--- src/hw/rtl/iwle_pkg.sv ---
// Shared constants, command/status codes and control structs for the word list engine.
`default_nettype none

package iwle_pkg;

  localparam int CAPACITY    = 256;
  localparam int IDX_W       = $clog2(CAPACITY);
  localparam int CNT_W       = $clog2(CAPACITY + 1);
  localparam int OP_W        = 3;
  localparam int POS_W       = 8;
  localparam int WORD_W      = 32;
  localparam int ST_W        = 3;
  localparam int COUNT_OUT_W = 9;
  // width for comparing a request position against the count
  localparam int PC_W        = (CNT_W > POS_W) ? CNT_W : POS_W;

  localparam logic [OP_W-1:0] OP_APPEND = 3'd0;
  localparam logic [OP_W-1:0] OP_GET    = 3'd1;
  localparam logic [OP_W-1:0] OP_FIND   = 3'd2;
  localparam logic [OP_W-1:0] OP_REMOVE = 3'd3;
  localparam logic [OP_W-1:0] OP_CLEAR  = 3'd4;

  localparam logic [ST_W-1:0] ST_OK       = 3'd0;
  localparam logic [ST_W-1:0] ST_RANGE    = 3'd1;
  localparam logic [ST_W-1:0] ST_EMPTY    = 3'd2;
  localparam logic [ST_W-1:0] ST_FULL     = 3'd3;
  localparam logic [ST_W-1:0] ST_NOTFOUND = 3'd4;

  typedef enum logic [1:0] {RD_POS, RD_NEXT, RD_ZERO} rd_sel_t;
  typedef enum logic [1:0] {IDX_HOLD, IDX_ZERO, IDX_POS, IDX_INC} idx_op_t;
  typedef enum logic [1:0] {CNT_HOLD, CNT_INC, CNT_DEC, CNT_CLR} cnt_op_t;

  typedef struct packed {
    logic            capture;
    logic            res_clear;
    logic            set_status;
    logic [ST_W-1:0] status_code;
    logic            take_word;
    logic            take_where;
    logic            wr_en;
    logic            wr_shift;
    rd_sel_t         rd_sel;
    idx_op_t         idx_op;
    cnt_op_t         cnt_op;
    logic            out_load;
  } iwle_cmd_t;

  typedef struct packed {
    logic [OP_W-1:0] op;
    logic            full;
    logic            empty;
    logic            pos_ok;
    logic            match;
    logic            idx_last;
    logic            out_free;
  } iwle_stat_t;

endpackage

`default_nettype wire

--- src/hw/rtl/iwle_ctrl.sv ---
// Controller: request sequencing state machine driving the datapath commands.
`default_nettype none

module iwle_ctrl (
  input  wire logic                 clk,
  input  wire logic                 rst,
  input  wire logic                 in_valid,
  output logic                      in_stall,
  input  wire iwle_pkg::iwle_stat_t stat,
  output iwle_pkg::iwle_cmd_t       cmd
);
  import iwle_pkg::*;

  typedef enum logic [6:0] {
    S_IDLE     = 7'b0000001,
    S_DISPATCH = 7'b0000010,
    S_GET_RD   = 7'b0000100,
    S_RM_TAKE  = 7'b0001000,
    S_SHIFT    = 7'b0010000,
    S_SCAN     = 7'b0100000,
    S_FINISH   = 7'b1000000
  } state_t;

  state_t state;
  state_t state_next;

  always_ff @(posedge clk) begin
    if (rst) begin
      state <= S_IDLE;
    end else begin
      state <= state_next;
    end
  end

  assign in_stall = (state != S_IDLE);

  always_comb begin
    cmd        = '0;
    state_next = state;
    case (state)
      S_IDLE: begin
        if (in_valid) begin
          cmd.capture   = 1'b1;
          cmd.res_clear = 1'b1;
          state_next    = S_DISPATCH;
        end
      end
      S_DISPATCH: begin
        state_next = S_FINISH;
        case (stat.op)
          OP_APPEND: begin
            if (stat.full) begin
              cmd.set_status  = 1'b1;
              cmd.status_code = ST_FULL;
            end else begin
              cmd.wr_en  = 1'b1;
              cmd.cnt_op = CNT_INC;
            end
          end
          OP_GET: begin
            if (stat.pos_ok) begin
              cmd.rd_sel = RD_POS;
              state_next = S_GET_RD;
            end else begin
              cmd.set_status  = 1'b1;
              cmd.status_code = ST_RANGE;
            end
          end
          OP_FIND: begin
            if (stat.empty) begin
              cmd.set_status  = 1'b1;
              cmd.status_code = ST_EMPTY;
            end else begin
              cmd.rd_sel = RD_ZERO;
              cmd.idx_op = IDX_ZERO;
              state_next = S_SCAN;
            end
          end
          OP_REMOVE: begin
            if (stat.pos_ok) begin
              cmd.rd_sel = RD_POS;
              cmd.idx_op = IDX_POS;
              state_next = S_RM_TAKE;
            end else begin
              cmd.set_status  = 1'b1;
              cmd.status_code = ST_RANGE;
            end
          end
          OP_CLEAR: begin
            cmd.cnt_op = CNT_CLR;
          end
          default: begin
          end
        endcase
      end
      S_GET_RD: begin
        cmd.take_word = 1'b1;
        state_next    = S_FINISH;
      end
      S_RM_TAKE: begin
        cmd.take_word = 1'b1;
        if (stat.idx_last) begin
          cmd.cnt_op = CNT_DEC;
          state_next = S_FINISH;
        end else begin
          cmd.rd_sel = RD_NEXT;
          cmd.idx_op = IDX_INC;
          state_next = S_SHIFT;
        end
      end
      S_SHIFT: begin
        cmd.wr_en    = 1'b1;
        cmd.wr_shift = 1'b1;
        if (stat.idx_last) begin
          cmd.cnt_op = CNT_DEC;
          state_next = S_FINISH;
        end else begin
          cmd.rd_sel = RD_NEXT;
          cmd.idx_op = IDX_INC;
        end
      end
      S_SCAN: begin
        if (stat.match) begin
          cmd.take_where = 1'b1;
          state_next     = S_FINISH;
        end else if (stat.idx_last) begin
          cmd.set_status  = 1'b1;
          cmd.status_code = ST_NOTFOUND;
          state_next      = S_FINISH;
        end else begin
          cmd.rd_sel = RD_NEXT;
          cmd.idx_op = IDX_INC;
        end
      end
      S_FINISH: begin
        if (stat.out_free) begin
          cmd.out_load = 1'b1;
          state_next   = S_IDLE;
        end
      end
      default: begin
        state_next = S_IDLE;
      end
    endcase
  end

endmodule

`default_nettype wire

--- config.mk ---
export PLATFORM = sky130hd
export DESIGN_NAME = iwle_ctrl
export DESIGN_NICKNAME = d
export VERILOG_FILES = /design/src/hw/rtl/iwle_pkg.sv /design/src/hw/rtl/iwle_ctrl.sv
export SDC_FILE = /design/constraint.sdc
export NUM_CORES = 1
export LEC_CHECK = 0
export ABC_AREA = 1
export BUFFER_PORTS_ARGS = -buffer_cell sky130_fd_sc_hd__buf_2
export CAP_MARGIN = 25
export CORE_AREA = 2 2 44 46
export CTS_CLUSTER_DIAMETER = 100
export DETAILED_ROUTE_END_ITERATION = 10
export DIE_AREA = 0 0 46 48
export PLACE_DENSITY = 0.71
export RECOVER_POWER = 50
export SKIP_LAST_GASP = 1
export SYNTH_ARGS = -nofsm -noshare
export SYNTH_HDL_FRONTEND = slang
export SYNTH_SLANG_ARGS = --single-unit
--- constraint.sdc ---
create_clock -name clk -period 1.1 [get_ports clk]
set_input_delay 0.11 -clock clk [delete_from_list [all_inputs] [get_ports clk]]
set_output_delay 0.11 -clock clk [all_outputs]
set_load 0.03 [all_outputs]
After elaboration in Yosys (flattened, before gate mapping)
Cells that the tools add are included.

Memory bits (read-only): 0. Bits in writable memories: 0. Output and inout bits: 18. Register bits after elaboration: 7. Latch bits: 0. Memories kept: 0.

Muxes and demuxes: 39. Eq/ne operators: 14. Div/mod/pow operators: 0. Reduce and logical (&&, ||, !) cells: 5. Shift-type cells: 0. Add/subtract/negate cells: 0. Bitwise operators: 0. Order comparisons: 0. Multiply operators: 0.

Operators by type and width (number): 7-bit 2-to-1 mux (8); 7-bit one-hot mux with 7 select lines (1); 4-bit 2-to-1 mux (7); 4-bit one-hot mux with 3 select lines (2); 7-bit one-hot mux with 3 select lines (1); 2-bit one-hot mux with 2 select lines (4); 1-bit 2-to-1 mux (9); 2-bit 2-to-1 mux (4); 4-bit one-hot mux with 2 select lines (1); 7-bit by 1-bit == test with 1-bit output, second input constant (1); 7-bit by 2-bit == test with 1-bit output, second input constant (1); 7-bit by 3-bit == test with 1-bit output, second input constant (1); 7-bit by 4-bit == test with 1-bit output, second input constant (1); 7-bit by 5-bit == test with 1-bit output, second input constant (1); 7-bit by 6-bit == test with 1-bit output, second input constant (1); 7-bit == test, second input constant (1); 7-bit by 1-bit inequality test with 1-bit output, second input constant (1); 3-bit by 2-bit == test with 1-bit output, second input constant (2); 2-bit OR reduction (3); 2-bit inequality test, second input constant (2); 3-bit by 1-bit == test with 1-bit output, second input constant (1); 3-bit == test, second input constant (1); 3-bit logical NOT (1); 3-bit 2-to-1 mux (1); 2 further kinds (2).

Depth between registers and ports, before layout
Depth after elaboration: 4. Gate-level depth with buffers: 10. Gate-level depth less buffers: 10.

Least setup slack after synthesis
Ideal clock, no wire load.

Kind: register to output. Start point: reg state[4]. End point: out cmd[16] in the netlist's numbering. Cell stages (with the launch flop): 7. Arrival: 1711 ps. Slack: -721 ps. Data required time: 990 ps. Path buffers: 1. Path through: dfxtp_1 > nor2_2 > nand2_2 > nor2_1 > inv_1 > nor2_1 > buf_4.

RTL lines: from (decl) (RTL line iwle_ctrl.sv:24) `state_t state;`; from (signal assigned) (RTL line iwle_ctrl.sv:31) `state <= state_next;`; to (decl) (RTL line iwle_ctrl.sv:10) `output iwle_pkg::iwle_cmd_t cmd`.

==> reports/metrics.csv <==
stage,metric,value,unit
pwr,p_leak,0.810,nW
logic_synthesis,synthesis.area,681,um^2
clock_network,worstSkewPairLatency,260,ps
cells_and_area,largest_register,state,
worst_setup_path,crit_top_cell,nor2_4,
timing,hold_viol,0,
timing,relSlewSlack,0.762,
worst_hold_path,min_from,rst,
worst_setup_path,max_stage_delay,330,ps
outcome,status,"complete, but fails checks",
grt,grt_antenna_before_repair,0,
cells_and_area,fillerInstances,56,
worst_setup_path,cp-start-kind,flop,
worst_setup_path,worstSetupPathType,reg2out,
timing,drv_slew,0,
cells_and_area,multi_input_area,712,um^2
worst_setup_path,r2r_end,state[1],
outcome,violations,negative setup slack,
logic_synthesis,syn-num-nets,132,
worst_setup_path,r2r_cells,10,
worst_setup_path,rrSetupSlack,-370,ps
worst_setup_path,rr_startpoint,state[0],
detailed_routing,routed_wl,3680,um
grt,grt_start_max_net_pins,8,
cells_and_area,top_regs,state (7),
die,io_pins,30,
worst_hold_path,hold_path.class,in2reg,
detailed_routing,first_iter_violations,21,
worst_setup_path,crit_chain,nor2_4 -> nand3_4 -> nor2_8 -> inv_4 -> nor2_4 -> nand2_4 -> nor2_4 -> nand2_2 -> nand2_4 -> buf_6,
die,start_util,0.403,
worst_setup_path,cp.required,990,ps
logic_synthesis,synth_top_area_frac,0.206,
logic_synthesis,syn_inst,120,
timing,worst_pin_slew,353,ps
clock_network,cts.sinks,7,
cells_and_area,fin_util,0.931,
clock_network,cts_made_buffers,3,
detailed_routing,vias_per_cell,5.43,
pwr,ir_drop,0.00150,V
logic_synthesis,ys_ff_latch,7,
detailed_routing,post-route-drc-count,0,
timing,fmaxAchievable,587,MHz
cells_and_area,final_nets,201,
pwr,power_density,921,mW/mm^2
worst_setup_path,critPathMaxFanout,3,
logic_synthesis,yosysTopAreaCell,dfxtp_1,
logic_synthesis,syn_area_per_cell,5.67,um^2
clock_network,clk_pin_slew,50,ps
timing,min_period,1700,ps
logic_synthesis,seq_area_frac_synth,0.206,
worst_setup_path,worst_path_max_delay_cell,dfxtp_2,
logic_synthesis,synth_cell_types,21,
logic_synthesis,ys_warn_count,0,
worst_setup_path,cp-end-kind,primary output,
place,post-dp-hpwl,1670,um
cells_and_area,areaGrowthSynthToFinish,131,%
logic_synthesis,synth.top_cells.by_area,"dfxtp_1 (21%), nand2_1 (15%), nor2_1 (13%)",
cells_and_area,drive_above_1_share,0.670,
timing,finalCritPeriodShare,1.55,
worst_setup_path,worstPathArrival,1590,ps
detailed_routing,first_pass_iters,4,
die,die-width,46,um
cells_and_area,register_area,154,um^2
timing,clock_skew,10.2,ps
die,core,0.00169,mm^2
timing,hold_slack,119,ps
clock_network,ctsHtreeMaxLevel,1,
flow_run,drv_cap,0,
detailed_routing,vias,1113,
timing,finalSetupViolCount,25,
cells_and_area,largest_reg_flops,7,
grt,grt.overflow.total,0,
detailed_routing,ant_nets,0,
clock_network,clockBufferDepth,2,
grt,grt_pass1_vias,992,
die,std_cell_rows,15,
die,dieHeight,48,um
grt,grt_pass1_wl,4380,um
worst_setup_path,setup.worst_path.end,cmd[8],
place,io_buffers,29,
timing,timing.final.ws_setup,-604,ps
detailed_routing,wl_per_cell,18.0,um
die,die_area,0.00221,mm^2
clock_network,clockRootBuffer,clkbuf_4,
grt,track_usage,0.291,
cells_and_area,antenna_cells,0,
clock_network,cts_tree,done,
timing,rsz0062_at_grt,yes,
worst_setup_path,critPathLaunch,state[3],
place,gp_congestion,0.837,
## worst min path at each step
stage               endpoint  slack (ps)  cells after the start
floorplan           state[5]         170                      1
global placement    state[3]         360                      2
detailed placement  state[3]         370                      2
CTS                 state[4]          90                      2
global route        state[5]         130                      2
finish              state[3]         120                      2
## placed cells by master, fill, tap and decap left out
| cell | n |
|---|---|
| o221ai_4 | 1 |
| buf_4 | 27 |
| o21ai_0 | 2 |
| nand3b_1 | 1 |
| nand3_1 | 8 |
| o211ai_1 | 1 |
| nor3_2 | 1 |
| nand3_2 | 3 |
| nor2_4 | 15 |
| nand2_1 | 16 |
| dfxtp_4 | 2 |
| nor2_1 | 13 |
| nand3_4 | 2 |
| inv_4 | 3 |
| nand4_1 | 1 |
| o22ai_4 | 1 |
| a21oi_2 | 1 |
| nor2_2 | 2 |
| clkbuf_1 | 1 |
| clkbuf_4 | 3 |
| buf_6 | 27 |
| nand2_2 | 5 |
| o21bai_1 | 1 |
| inv_2 | 3 |
| buf_2 | 11 |
| dfxtp_2 | 5 |
| nand2_4 | 10 |
| nor3_4 | 2 |
| a21oi_4 | 1 |
| nor2_8 | 1 |
| inv_1 | 18 |
## Yosys cell counts, drive strengths merged
| cell | n |
|---|---|
| nand2 | 31 |
| nor2 | 31 |
| inv | 24 |
| nand3 | 13 |
| dfxtp | 7 |
| nor3 | 3 |
| a21oi | 2 |
| o21ai | 2 |
| buf | 1 |
| nand3b | 1 |
| nand4 | 1 |
| o211ai | 1 |
| o21bai | 1 |
| o221ai | 1 |
| o22ai | 1 |
## repair_timing
action	4_1_cts	5_1_grt
resized for setup	63	23
buffers inserted	12	11
hold buffers	0	0
hold endpoints to repair	0	0
pin swaps	14	11
setup endpoints to repair	24	25
## per-layer routing
layer / part of all wire / global-route usage
met1: 0.38 / 0.318
met2: 0.54 / 0.511
met3: 0.050 / 0.0906
met4: 0.035 / 0.137
met5: 0 / 0
## critical path, delay by kind of cell, from the launching register on
kind,cells,cell delay (ps)
buf+inv,2,160
flops,1,330
simple gates,8,830
## report_power, final
part,total (mW),switching (mW),internal [mW]
logic,0.874,0.514,0.360
registers,0.327,0.0380,0.289
clock network,0.249,0.109,0.139
total,1.45,0.661,0.788
## cells by family after synthesis
logic type	Yosys count	share of synthesized area
AND/OR/NAND/NOR	80	0.574
buffers and inverters	25	0.147
AO/OA/AOI/OAI	8	0.0735
flip-flops	7	0.206
## stage by stage
step	cells	instance area, um^2	power (mW)	setup slack [ps]	setup TNS, ps
5_1_grt	205	1570	1.50	-646	-12250
2_1_floorplan	120	827	0.728	-239	-2620
3_5_place_dp	185	1130	0.889	-345	-4460
3_3_place_gp	185	1130	0.876	-310	-4170
4_1_cts	200	1450	1.33	-537	-9340
6_report	205	1570	1.45	-604	-11140
## layout make-up
cell class / count / area share
Timing Repair Buffer: 65 / 0.357
Sequential cell: 7 / 0.0979
Inverter: 24 / 0.0621
Tap cell: 17 / 0.0135
Multi-Input combinational cell: 88 / 0.453
Clock buffer: 4 / 0.0167
Note: power is estimated with default switching activity, not from simulation.
